File: src/rtl/rphp_pkg.sv
// rphp_pkg: shared constants and widths for the redundant-audio payload header parser
// no dependencies; used by rtl/red_payload_header_parser.sv
`default_nettype none

package rphp_pkg;

    // default sizing of the top level
    localparam int unsigned MAX_BLOCKS_DEF = 4;
    localparam int unsigned MAX_BYTES_DEF  = 2048;

    // header layout
    localparam int unsigned PT_W       = 7;   // payload type
    localparam int unsigned TS_W       = 14;  // timestamp offset
    localparam int unsigned BLK_LEN_W  = 10;  // redundant block length
    localparam int unsigned HDR_MORE_BIT = 7; // set: another redundant header follows

    // header byte index: 0 is the type byte, 1..3 the offset/length bytes
    localparam logic [1:0] HDR_IDX_TYPE = 2'd0;
    localparam logic [1:0] HDR_IDX_LAST = 2'd3;

    // record field widths
    localparam int unsigned BIDX_W = 2;
    localparam int unsigned LEN_W  = 12;
    localparam int unsigned OFS_W  = 11;

    // word widths
    localparam int unsigned S_DATA_W = 8;
    localparam int unsigned M_DATA_W = 40;
    localparam int unsigned M_USER_W = 2;

    // record kind codes
    localparam logic KIND_BLOCK   = 1'b0;
    localparam logic KIND_PRIMARY = 1'b1;

    // status codes
    localparam logic STATUS_OK  = 1'b0;
    localparam logic STATUS_BAD = 1'b1;

endpackage

`default_nettype wire

File: src/rtl/red_payload_header_parser.sv
// red_payload_header_parser: byte-wide parser of redundant-audio payload headers
// depends on rtl/rphp_pkg.sv (scoped names only)
`default_nettype none

// channel   dir  tdata                                    tuser             tlast
// s (in)    in   [7:0] data_byte                          -                 last_byte
// m (out)   out  [1:0] block_index, [15:2] ts_delta,      [0] status,       last
//                [27:16] length, [38:28] data_offset       [1] kind
// cfg       in   i_cfg_wr_data = expected_payload_type, written when i_cfg_wr_en
//
// one payload byte per cycle: an input register feeds the parse logic, which
// updates the packet state in a single pass, so bytes flow back to back
// at the last byte the finished packet is copied into a record buffer that drains
// one record per ready cycle (block records then primary, or one error record)
// the input stalls only when a last byte meets a buffer whose records are not
// all taken yet; a full record run is at most MAX_BLOCKS + 1 records
// synchronous active-low reset clears the packet state, buffer and register

module red_payload_header_parser #(
    parameter int unsigned MAX_BLOCKS = rphp_pkg::MAX_BLOCKS_DEF,
    parameter int unsigned MAX_BYTES  = rphp_pkg::MAX_BYTES_DEF
) (
    input  wire logic                           i_clk,
    input  wire logic                           i_rst_n,
    // configuration
    input  wire logic                           i_cfg_wr_en,
    input  wire logic [rphp_pkg::PT_W-1:0]      i_cfg_wr_data,
    // payload byte stream
    input  wire logic                           i_s_tvalid,
    output logic                                o_s_tready,
    input  wire logic [rphp_pkg::S_DATA_W-1:0]  i_s_tdata,   // [7:0] data_byte
    input  wire logic                           i_s_tlast,   // last_byte
    // record stream
    output logic                                o_m_tvalid,
    input  wire logic                           i_m_tready,
    output logic [rphp_pkg::M_DATA_W-1:0]       o_m_tdata,   // block_index, ts_delta,
                                                             // length, data_offset, pad
    output logic [rphp_pkg::M_USER_W-1:0]       o_m_tuser,   // status, kind
    output logic                                o_m_tlast    // last
);

    // widths that follow from the sizing parameters
    localparam int unsigned CNT_W = $clog2(MAX_BYTES + 2);          // holds MAX_BYTES + 1
    localparam int unsigned BC_W  = $clog2(MAX_BLOCKS + 1);         // holds MAX_BLOCKS
    localparam int unsigned IDX_W = (MAX_BLOCKS > 1) ? $clog2(MAX_BLOCKS) : 1;
    localparam int unsigned DT_W  = $clog2(MAX_BLOCKS * ((1 << rphp_pkg::BLK_LEN_W) - 1) + 1);
    localparam int unsigned SUM_W = ((CNT_W > DT_W) ? CNT_W : DT_W) + 1;

    localparam logic [CNT_W-1:0] MAX_BYTES_C  = CNT_W'(MAX_BYTES);
    localparam logic [BC_W-1:0]  MAX_BLOCKS_C = BC_W'(MAX_BLOCKS);

    // configuration register
    logic [rphp_pkg::PT_W-1:0] r_ept;

    // input register
    logic                          r_in_v;
    logic [rphp_pkg::S_DATA_W-1:0] r_in_byte;
    logic                          r_in_last;

    // packet state
    logic              r_in_header;
    logic [1:0]        r_hbi;
    logic [15:0]       r_hb;        // first two offset/length bytes of a header
    logic [BC_W-1:0]   r_bc;
    logic [DT_W-1:0]   r_dt;
    logic [CNT_W-1:0]  r_cnt;
    logic [CNT_W-1:0]  r_hl;
    logic              r_mal;

    // block table, written once per redundant header, no reset
    logic [rphp_pkg::TS_W-1:0]      r_blk_ts  [MAX_BLOCKS];
    logic [rphp_pkg::BLK_LEN_W-1:0] r_blk_len [MAX_BLOCKS];

    // record buffer
    logic                           r_o_v;
    logic                           r_o_mal;
    logic [BC_W-1:0]                r_o_cnt;
    logic [BC_W-1:0]                r_o_idx;
    logic [rphp_pkg::OFS_W-1:0]     r_o_dpos;
    logic [rphp_pkg::LEN_W-1:0]     r_o_prim;
    logic [rphp_pkg::TS_W-1:0]      r_o_ts  [MAX_BLOCKS];
    logic [rphp_pkg::BLK_LEN_W-1:0] r_o_len [MAX_BLOCKS];

    // next-state of the parse pass
    logic              n_in_header;
    logic [1:0]        n_hbi;
    logic [15:0]       n_hb;
    logic [BC_W-1:0]   n_bc;
    logic [DT_W-1:0]   n_dt;
    logic [CNT_W-1:0]  n_cnt;
    logic [CNT_W-1:0]  n_hl;
    logic              n_mal;
    logic              blk_we;
    logic [23:0]       hdr_word;
    logic [rphp_pkg::TS_W-1:0]      hdr_ts;
    logic [rphp_pkg::BLK_LEN_W-1:0] hdr_len;
    logic              type_bad;
    logic [SUM_W-1:0]  used_sum;
    logic [SUM_W-1:0]  prim_full;
    logic              fin_mal;

    // handshake control
    logic              rec_last;
    logic              o_fire;
    logic              buf_free;
    logic              s1_go;

    // -------------------------------------------------------------------------
    // handshake
    // -------------------------------------------------------------------------
    assign rec_last   = r_o_mal || (r_o_idx == r_o_cnt);
    assign o_fire     = r_o_v && i_m_tready;
    assign buf_free   = !r_o_v || (i_m_tready && rec_last);
    assign s1_go      = r_in_v && (!r_in_last || buf_free);
    assign o_s_tready = !r_in_v || s1_go;

    // -------------------------------------------------------------------------
    // parse pass for the registered byte
    // -------------------------------------------------------------------------
    assign hdr_word = {r_hb, r_in_byte};
    assign hdr_ts   = hdr_word[23:10];
    assign hdr_len  = hdr_word[9:0];
    assign type_bad = (r_in_byte[rphp_pkg::PT_W-1:0] != r_ept);

    always_comb begin
        n_in_header = r_in_header;
        n_hbi       = r_hbi;
        n_hb        = r_hb;
        n_bc        = r_bc;
        n_dt        = r_dt;
        n_hl        = r_hl;
        blk_we      = 1'b0;

        // byte counter saturates one past the limit
        n_cnt = (r_cnt <= MAX_BYTES_C) ? r_cnt + 1'b1 : r_cnt;
        n_mal = r_mal || (n_cnt > MAX_BYTES_C);

        if (!n_mal && r_in_header) begin
            if (r_hbi == rphp_pkg::HDR_IDX_TYPE) begin
                if (r_in_byte[rphp_pkg::HDR_MORE_BIT]) begin
                    // redundant header type byte
                    if (r_bc >= MAX_BLOCKS_C || type_bad) begin
                        n_mal = 1'b1;
                    end else begin
                        n_hb  = '0;
                        n_hbi = 2'd1;
                    end
                end else begin
                    // one-byte final header of the primary
                    if (type_bad) begin
                        n_mal = 1'b1;
                    end else begin
                        n_in_header = 1'b0;
                        n_hl        = n_cnt;
                    end
                end
            end else begin
                n_hb = hdr_word[15:0];
                if (r_hbi != rphp_pkg::HDR_IDX_LAST) begin
                    n_hbi = r_hbi + 2'd1;
                end else begin
                    n_hbi = rphp_pkg::HDR_IDX_TYPE;
                    if (hdr_ts == '0 || r_bc >= MAX_BLOCKS_C) begin
                        n_mal = 1'b1;
                    end else begin
                        blk_we = 1'b1;
                        n_bc   = r_bc + 1'b1;
                        n_dt   = r_dt + DT_W'(hdr_len);
                    end
                end
            end
        end

        // end-of-packet checks: unfinished headers, overlong blocks, empty primary
        used_sum  = SUM_W'(n_hl) + SUM_W'(n_dt);
        prim_full = SUM_W'(n_cnt) - used_sum;
        fin_mal   = n_mal || n_in_header || (used_sum > SUM_W'(n_cnt)) || (prim_full == '0);
    end

    // -------------------------------------------------------------------------
    // control registers
    // -------------------------------------------------------------------------
    always_ff @(posedge i_clk) begin
        if (!i_rst_n) begin
            r_ept       <= '0;
            r_in_v      <= 1'b0;
            r_in_header <= 1'b1;
            r_hbi       <= rphp_pkg::HDR_IDX_TYPE;
            r_hb        <= '0;
            r_bc        <= '0;
            r_dt        <= '0;
            r_cnt       <= '0;
            r_hl        <= '0;
            r_mal       <= 1'b0;
            r_o_v       <= 1'b0;
            r_o_idx     <= '0;
        end else begin
            if (i_cfg_wr_en) begin
                r_ept <= i_cfg_wr_data;
            end

            if (o_s_tready) begin
                r_in_v <= i_s_tvalid;
            end

            if (s1_go) begin
                if (r_in_last) begin
                    // packet done: clear for the next one
                    r_in_header <= 1'b1;
                    r_hbi       <= rphp_pkg::HDR_IDX_TYPE;
                    r_hb        <= '0;
                    r_bc        <= '0;
                    r_dt        <= '0;
                    r_cnt       <= '0;
                    r_hl        <= '0;
                    r_mal       <= 1'b0;
                end else begin
                    r_in_header <= n_in_header;
                    r_hbi       <= n_hbi;
                    r_hb        <= n_hb;
                    r_bc        <= n_bc;
                    r_dt        <= n_dt;
                    r_cnt       <= n_cnt;
                    r_hl        <= n_hl;
                    r_mal       <= n_mal;
                end
            end

            // record buffer: a new packet load wins over the final drain
            if (s1_go && r_in_last) begin
                r_o_v   <= 1'b1;
                r_o_idx <= '0;
            end else if (o_fire) begin
                if (rec_last) begin
                    r_o_v <= 1'b0;
                end else begin
                    r_o_idx <= r_o_idx + 1'b1;
                end
            end
        end
    end

    // -------------------------------------------------------------------------
    // payload registers
    // -------------------------------------------------------------------------
    always_ff @(posedge i_clk) begin
        if (o_s_tready) begin
            r_in_byte <= i_s_tdata;
            r_in_last <= i_s_tlast;
        end

        if (s1_go && blk_we) begin
            r_blk_ts[r_bc[IDX_W-1:0]]  <= hdr_ts;
            r_blk_len[r_bc[IDX_W-1:0]] <= hdr_len;
        end

        if (s1_go && r_in_last) begin
            r_o_mal  <= fin_mal;
            r_o_cnt  <= n_bc;
            r_o_dpos <= rphp_pkg::OFS_W'(n_hl);
            r_o_prim <= rphp_pkg::LEN_W'(prim_full);
            r_o_ts   <= r_blk_ts;
            r_o_len  <= r_blk_len;
        end else if (o_fire && !rec_last) begin
            // next block's data starts after this one
            r_o_dpos <= r_o_dpos
                        + rphp_pkg::OFS_W'(r_o_len[r_o_idx[IDX_W-1:0]]);
        end
    end

    // -------------------------------------------------------------------------
    // record formatting
    // -------------------------------------------------------------------------
    logic                       rec_status;
    logic                       rec_kind;
    logic [rphp_pkg::BIDX_W-1:0] rec_idx;
    logic [rphp_pkg::TS_W-1:0]  rec_ts;
    logic [rphp_pkg::LEN_W-1:0] rec_len;
    logic [rphp_pkg::OFS_W-1:0] rec_ofs;

    always_comb begin
        rec_status = rphp_pkg::STATUS_OK;
        rec_kind   = rphp_pkg::KIND_PRIMARY;
        rec_idx    = '0;
        rec_ts     = '0;
        rec_len    = r_o_prim;
        rec_ofs    = r_o_dpos;
        if (r_o_mal) begin
            // error record: everything but status and last is zero
            rec_status = rphp_pkg::STATUS_BAD;
            rec_kind   = rphp_pkg::KIND_BLOCK;
            rec_len    = '0;
            rec_ofs    = '0;
        end else if (!rec_last) begin
            rec_kind = rphp_pkg::KIND_BLOCK;
            rec_idx  = rphp_pkg::BIDX_W'(r_o_idx);
            rec_ts   = r_o_ts[r_o_idx[IDX_W-1:0]];
            rec_len  = rphp_pkg::LEN_W'(r_o_len[r_o_idx[IDX_W-1:0]]);
        end
    end

    assign o_m_tvalid = r_o_v;
    assign o_m_tdata  = {1'b0, rec_ofs, rec_len, rec_ts, rec_idx};
    assign o_m_tuser  = {rec_kind, rec_status};
    assign o_m_tlast  = rec_last;

    // -------------------------------------------------------------------------
    // assertions
    // -------------------------------------------------------------------------
    a_reset_quiet : assert property (@(posedge i_clk) !i_rst_n |=> !o_m_tvalid)
        else $error("record valid right after reset");

    a_error_is_last : assert property (@(posedge i_clk) disable iff (!i_rst_n)
        (o_m_tvalid && o_m_tuser[0]) |-> o_m_tlast)
        else $error("error record not marked last");

    a_idx_bound : assert property (@(posedge i_clk) disable iff (!i_rst_n)
        r_o_v |-> (r_o_idx <= r_o_cnt))
        else $error("record index ran past block count");

    a_hdr_in_header : assert property (@(posedge i_clk) disable iff (!i_rst_n)
        (r_hbi != rphp_pkg::HDR_IDX_TYPE) |-> r_in_header)
        else $error("header byte index set outside header section");

    a_stall_hold : assert property (@(posedge i_clk) disable iff (!i_rst_n)
        (r_in_v && !s1_go) |=> (r_in_v && $stable(r_in_last)))
        else $error("held input word lost while stalled");

endmodule

`default_nettype wire
File: config.mk
export PLATFORM = sky130hd
export DESIGN_NAME = red_payload_header_parser
export DESIGN_NICKNAME = d
export VERILOG_FILES = /design/src/rtl/rphp_pkg.sv /design/src/rtl/red_payload_header_parser.sv
export SDC_FILE = /design/constraint.sdc
export NUM_CORES = 1
export LEC_CHECK = 0
export ABC_AREA = 0
export BUFFER_PORTS_ARGS = -buffer_cell sky130_fd_sc_hd__buf_4
export CORE_MARGIN = 2
export CORE_UTILIZATION = 55
export CTS_BUF_LIST = sky130_fd_sc_hd__clkbuf_8 sky130_fd_sc_hd__clkbuf_16
export CTS_CLUSTER_SIZE = 14
export DETAILED_ROUTE_END_ITERATION = 12
export PLACE_DENSITY = 0.76
export SYNTH_ARGS = -nofsm -noshare
export SYNTH_HDL_FRONTEND = slang
export SYNTH_SLANG_ARGS = --single-unit
File: constraint.sdc
create_clock -name i_clk -period 5.7 [get_ports i_clk]
set_input_delay 0.855 -clock i_clk [delete_from_list [all_inputs] [get_ports i_clk]]
set_output_delay 0.855 -clock i_clk [all_outputs]
set_load 0.01 [all_outputs]
# Yosys cells after proc, flatten, opt, wreduce, memory -nomap -nowiden
# Cells that the tools add are included.
# Widths: inputs -> output; s select.
# totals
out_inout_bits,45
reg_bits,299
inputBits,21
wordCells,164
# op_classes
n_mux,72
eq_ne,5
bitwise,4
n_addsub,8
n_lt_le_gt_ge,7
n_reduce_logical,34
# ops
cell,count
$mux 12,14
$mux 16,5
$mux 14,5
$bwmux 56,1
$bwmux 40,1
$mux 11,3
$mux 10,3
$bmux 14 s2,1
$demux 14 s2,1
$mux 1,23
$bmux 10 s2,1
$demux 10 s2,1
$mux 2,8
$mux 3,5
$logic_not 14->1,1
$add 12x12->13,1
$gt 13x12->1,1
$logic_not 13->1,1
$sub 12x13->13,1
$add 12x1->12 const B,1
$add 12x10->12,1
$gt 12x12->1 const B,1
$le 12x12->1 const B,1
$add 11x10->11,1
other kinds (18),48

# Depth between registers and ports, before layout
# logic_depth
ltp_word,11
ltp_mapped,28
ltp_nobuf,27

# Worst setup path after synthesis
# No wires, ideal clock.
# synth_path
kind,register -> register
from,reg r_cnt[0]
to,reg r_o_mal (data pin)
period_less_slack_ns,6.082
arrival_ns,5.893
setup_ns,0.188
path_slack_ns,-0.382
path_stages_with_launch,28
path_buffers,2
t_required_ns,5.512
path_cell_list,dfxtp_1 -> buf_2 -> inv_1 -> ha_1 -> or4b_4 -> o31ai_4 -> mux2_4 -> nand4_4 -> o21ai_2 -> buf_6 -> mux2_2 -> ha_1 -> fa_1 -> a21o_1 -> a21oi_1 -> o21ai_0 -> a31oi_1 -> nor2b_1 -> o21ai_0 -> nand2b_1 -> xnor2_1 -> ha_1 -> nor4_1 -> or4_1 -> or4_1 -> a2111oi_0 -> o21ai_0 -> o41ai_1
# synth_between
elab_chain_len,11
elab_cells_between_ends,27
cone_classes,add/sub (3); order compare (3); mux (14); reduce/logical (7)
# synth_lines
element,line,rtl
from (decl),red_payload_header_parser.sv:66,logic [CNT_W-1:0] r_cnt;
from (signal assigned),red_payload_header_parser.sv:223,r_cnt <= n_cnt;
$add 12x1->12 or $le 12x12->1 (tied branches),red_payload_header_parser.sv:135,n_cnt = (r_cnt <= MAX_BYTES_C) ? r_cnt + 1'b1 : r_cnt;
$mux 12 (*),red_payload_header_parser.sv:135,
$gt 12x12->1,red_payload_header_parser.sv:136,n_mal = r_mal || (n_cnt > MAX_BYTES_C);
$logic_or 1x1->1,red_payload_header_parser.sv:136,
"$logic_not 1->1, or another cell as far along",red_payload_header_parser.sv:138,if (!n_mal && r_in_header) begin
"$logic_and 1x1->1, or another cell as far along",red_payload_header_parser.sv:138,
$mux 12 or $mux 1 (tied branches),"red_payload_header_parser.sv:138, red_payload_header_parser.sv:139",
$add 12x12->13 or $mux 1 (tied branches),"red_payload_header_parser.sv:175, red_payload_header_parser.sv:138",
"$sub 12x13->13, or another cell as far along",red_payload_header_parser.sv:176,prim_full = SUM_W'(n_cnt) - used_sum;
$logic_not 13->1 or $logic_or 1x1->1 (tied branches),red_payload_header_parser.sv:177,fin_mal = n_mal || n_in_header || (used_sum > SUM_W'(n_cnt)) || (prim_full == '0);
$logic_or 1x1->1 (*),red_payload_header_parser.sv:177,
net fin_mal,red_payload_header_parser.sv:100,logic fin_mal;
to (signal assigned),red_payload_header_parser.sv:258,r_o_mal <= fin_mal;
to (decl),red_payload_header_parser.sv:76,logic r_o_mal;
# Mark *: on every way through the listed nets, which the timed path passes. The rest lies on a longest branch.
# A chain may end at the register's enable or synchronous reset.

# Worst setup path in the final report
# layout_path
from,reg r_cnt[1]
to,reg r_o_mal (data pin)
# Same word-level chain as after synthesis.

==> results.md <==
- Final period util: just under 100%
- HP Start: r_blk_ts[24]$_DFFE_PP_
- Die ar.: roughly 26000 um2
- Most frequent cells in the layout: edfxtp_1 (228), buf_4 (122), dfxtp_1 (68)
- CTS root buf: clkbuf_16
- Clock Path Buffers: 3
- Arr. time, crit path: 6.00 ns
- Met1 Usage GRT: about 32%
- Top FF cell, synth: edfxtp_1
- Dpl ws: -0.2004 ns
- Num CTS Buffers: 29
- Die width: 160.8 um
- Synth cell types: 73
- Post-synth EDFFs: between 200 and 250
- Area contributors post-synth: edfxtp_1 (51%), dfxtp_1 (11%), ha_1 (5.0%)
- Final Skew: about 0.011 ns
- Hold path cells: 0
- Post-synth top area cell: edfxtp_1
- Period minus WS final: approximately 5.6 ns
- Net Count, Synth: 1103
- Leak: between 6 and 7 nW
- Slack of the critical path: about 0.075 ns
- WL final: 29.25 mm
- Post-Syn Area per Cell: between 10 and 15 um2
- Commonest non-fill, non-tap cell in the layout: edfxtp_1
- Post-synthesis sequential area ratio: about three fifths
- Met3 Track Usage GR: between 3 and 4%
- Antenna fix cells: 0
- Setup violators final: 0
- Slew HR: 38.66%
- Worst r2r dst: r_o_mal$_DFFE_PP_
- Area Overhead vs Synth: 17.01%
- Post-Route Utilization: about 65%
- Mapped Area: around 14000 um2
- Vias in the first global route: about 8400
- Worst setup path class: flop to flop
- Core area: approximately 24000 um2
- H-Tree Depth: 1
- Maximum net fanout on the critical path: 5
- GR Overflow Total: 0
- Clock transition at the registers of the reported paths: 0.06 ns
- Layout cells sized above 1: approximately a fifth
- Chip height: about 160 um
- Startpoint of the worst register-to-register path: r_cnt[1]$_SDFFE_PN0P_
- Cell count after synthesis: around 1000
- DRT iter0 DRCs: just under 700
- Async SR Flop Fraction: 0%
- #FFs+latches synth: 299
- Reg-to-reg slack, setup: roughly 0.075 ns
- Starting Density: a little under three fifths
- Ports: 66
- Reported max-cap violation count: 0
- Startpoint types: flop
- Reg2reg path depth: 25
- Post-DP HPWL: 19.73 mm
- Crit path launch: r_cnt[1]$_SDFFE_PN0P_
- Routed vias: roughly 8400
- Share of the synthesized area in the top cell type: between 50 and 60%
- Area after DPL: about 15000 um2
- Clk_lat worst skew: about 0.56 ns
- Yosys Warn Count: 0
- Antenna viol nets, final: 0
- Worst Hold Class: flop to flop
- Largest net degree at the start of global routing: 65
- 1st-pass router iterations: 5
- Placement Rows: between 50 and 60
- TritonCTS clock tree: yes
- Drc violations: 0
- Pwr dens: between 200 and 300 nW/um2
- Tightest Pin Transition: roughly 0.91 ns
- Fillers: 1775
- Fmax: 0.1778 GHz
- Wirelength per Cell: a little under 20 um
- Status: finished clean
- All-layer global routing usage: 22.90%
- RSZ-0062 raised after global routing: true
- Antenna violations before repair: 0
- Routability cong.: roughly 0.87
- Hold Violations, Final: 0
- VDD IR max: approximately 0.00023 V
- GR peak layer: met2
- Required @ worst endpoint: 6.07 ns
- Routed vias/inst: between 5 and 6
- Hold EP: r_o_ts[24]$_DFFE_PP_
- PortBufs: between 60 and 70
- Final Max Tran Viols: 0
- Num Clock Sinks: approximately 300
- CP Capture Type: flop
- Post-route cell area: 15830 um2
- First-pass GRT wire length: 46.07 mm
- GR met2 Demand/Resource: between 30% and 40%
- Layout Nets: 1218
- Final Power: about 4.6 mW
-- area by class of cell --
class	count	area, um2	area share, %
clock buffers	35	819.5	5.178
multi-input cells	640	4955	31.30
clock inverters	19	257.7	1.628
repair buffers	124	947.2	5.984
inverters	45	171.4	1.083
flip-flops and latches	299	8272	52.26
well taps	324	405.4	2.561
-- per-stage QoR --
| stage | hold WS (ns) | TNS (ns) | cells |
|---|---|---|---|
| after global routing | 0.4202 | -0.2009 | 1486 |
| final | 0.4141 | 0 | 1486 |
| after floorplan | 0.4003 | -0.08300 | 1024 |
| after detailed placement | 0.4045 | -0.2004 | 1429 |
| after global placement | 0.4002 | -0.006964 | 1429 |
| after CTS | 0.4166 | 0 | 1486 |
-- timing repair --
item,in CTS,in global routing
endpoints found under the setup margin,1,1
pin swaps,6,4
setup buffers,3,0
hold buffers,0,0
resized for setup,10,2
-- layer usage --
metal | share of wire (%) | wire length, um
met1 | 45 | 13090
met3 | 5.8 | 1693
met4 | 2.5 | 726
met5 | 0 | 0
met2 | 47 | 13740
-- cells in the mapped netlist, types with 7 or more instances --
library cell and number:
or3_1 13, a31oi_1 11, nand2b_1 8, nor2b_1 46, nand3_1 19, o21ai_1 13
nand2_1 65, a21boi_0 7, inv_1 43, nor3_1 18, mux4_2 24, a21oi_1 39
a22o_1 18, o211ai_1 7, o21ai_0 29, ha_1 54, xnor2_1 35, o21a_1 10
mux2_2 10, xor2_1 25, dfxtp_1 71, buf_2 9, clkbuf_1 19, and3_1 10
nor2_1 63, edfxtp_1 228, mux2i_1 22, nor3b_1 7
-- flip-flops by register name, indices dropped and copies added, names as in the netlist, 8 cells and up --
signal     count
r_blk_ts      56
r_o_ts        56
r_blk_len     40
r_o_len       40
r_hb          16
r_cnt         12
r_dt          12
r_hl          12
r_o_prim      12
r_o_dpos      11
r_in_byte      8
-- cell families (layout without fill, tap and decap cells) --
| kind of cell | Yosys count | after routing | share of synthesized area (%) |
|---|---|---|---|
| flops | 299 | 299 | 61.12 |
| simple gates | 290 | 290 | 11.23 |
| compound gates | 174 | 174 | 8.797 |
| buf+inv | 85 | 223 | 2.784 |
| xor+xnor | 60 | 60 | 3.885 |
| fa+ha+maj | 58 | 58 | 5.587 |
| mux | 57 | 57 | 6.567 |
| other cells | 1 | 1 | 0.02772 |
-- power breakdown --
part	internal, mW	total (mW)	leakage [nW]	switching [mW]
Combinational	0.0633	0.157	2.80	0.0940
Clock	1.29	2.11	0.550	0.811
Sequential	2.36	2.37	2.73	0.0157
Total	3.72	4.64	6.08	0.921
-- worst max-delay path, stage by stage (launching register included) --
cell and delay [ns]:
dfxtp_2 0.35, inv_2 0.08, ha_1 0.14, or4b_4 0.48
o31ai_4 0.22, mux2_4 0.21, nand4_4 0.16, o21ai_4 0.24
mux2_4 0.34, ha_4 0.17, fa_2 0.37, a21o_1 0.20
a21oi_2 0.14, o21ai_1 0.08, a31oi_1 0.21, nor2b_1 0.09
o21ai_1 0.14, nand2b_1 0.08, xnor2_1 0.15, ha_2 0.20
nor4_1 0.05, or4_1 0.38, or4_1 0.42, a2111oi_2 0.21
o21ai_1 0.13, o41ai_2 0.21
-- how the worst max path moves through the flow --
stage	to	slack (ns)	cells past startpoint
6_report	r_o_mal$_DFFE_PP_	0.07	25
2_1_floorplan	r_o_mal$_DFFE_PP_	-0.08	27
3_5_place_dp	r_o_mal$_DFFE_PP_	-0.20	24
4_1_cts	r_o_mal$_DFFE_PP_	0.06	25
5_1_grt	r_o_mal$_DFFE_PP_	-0.20	25
3_3_place_gp	r_o_mal$_DFFE_PP_	-0.007	22
Note: power is estimated with default switching activity, not from simulation.
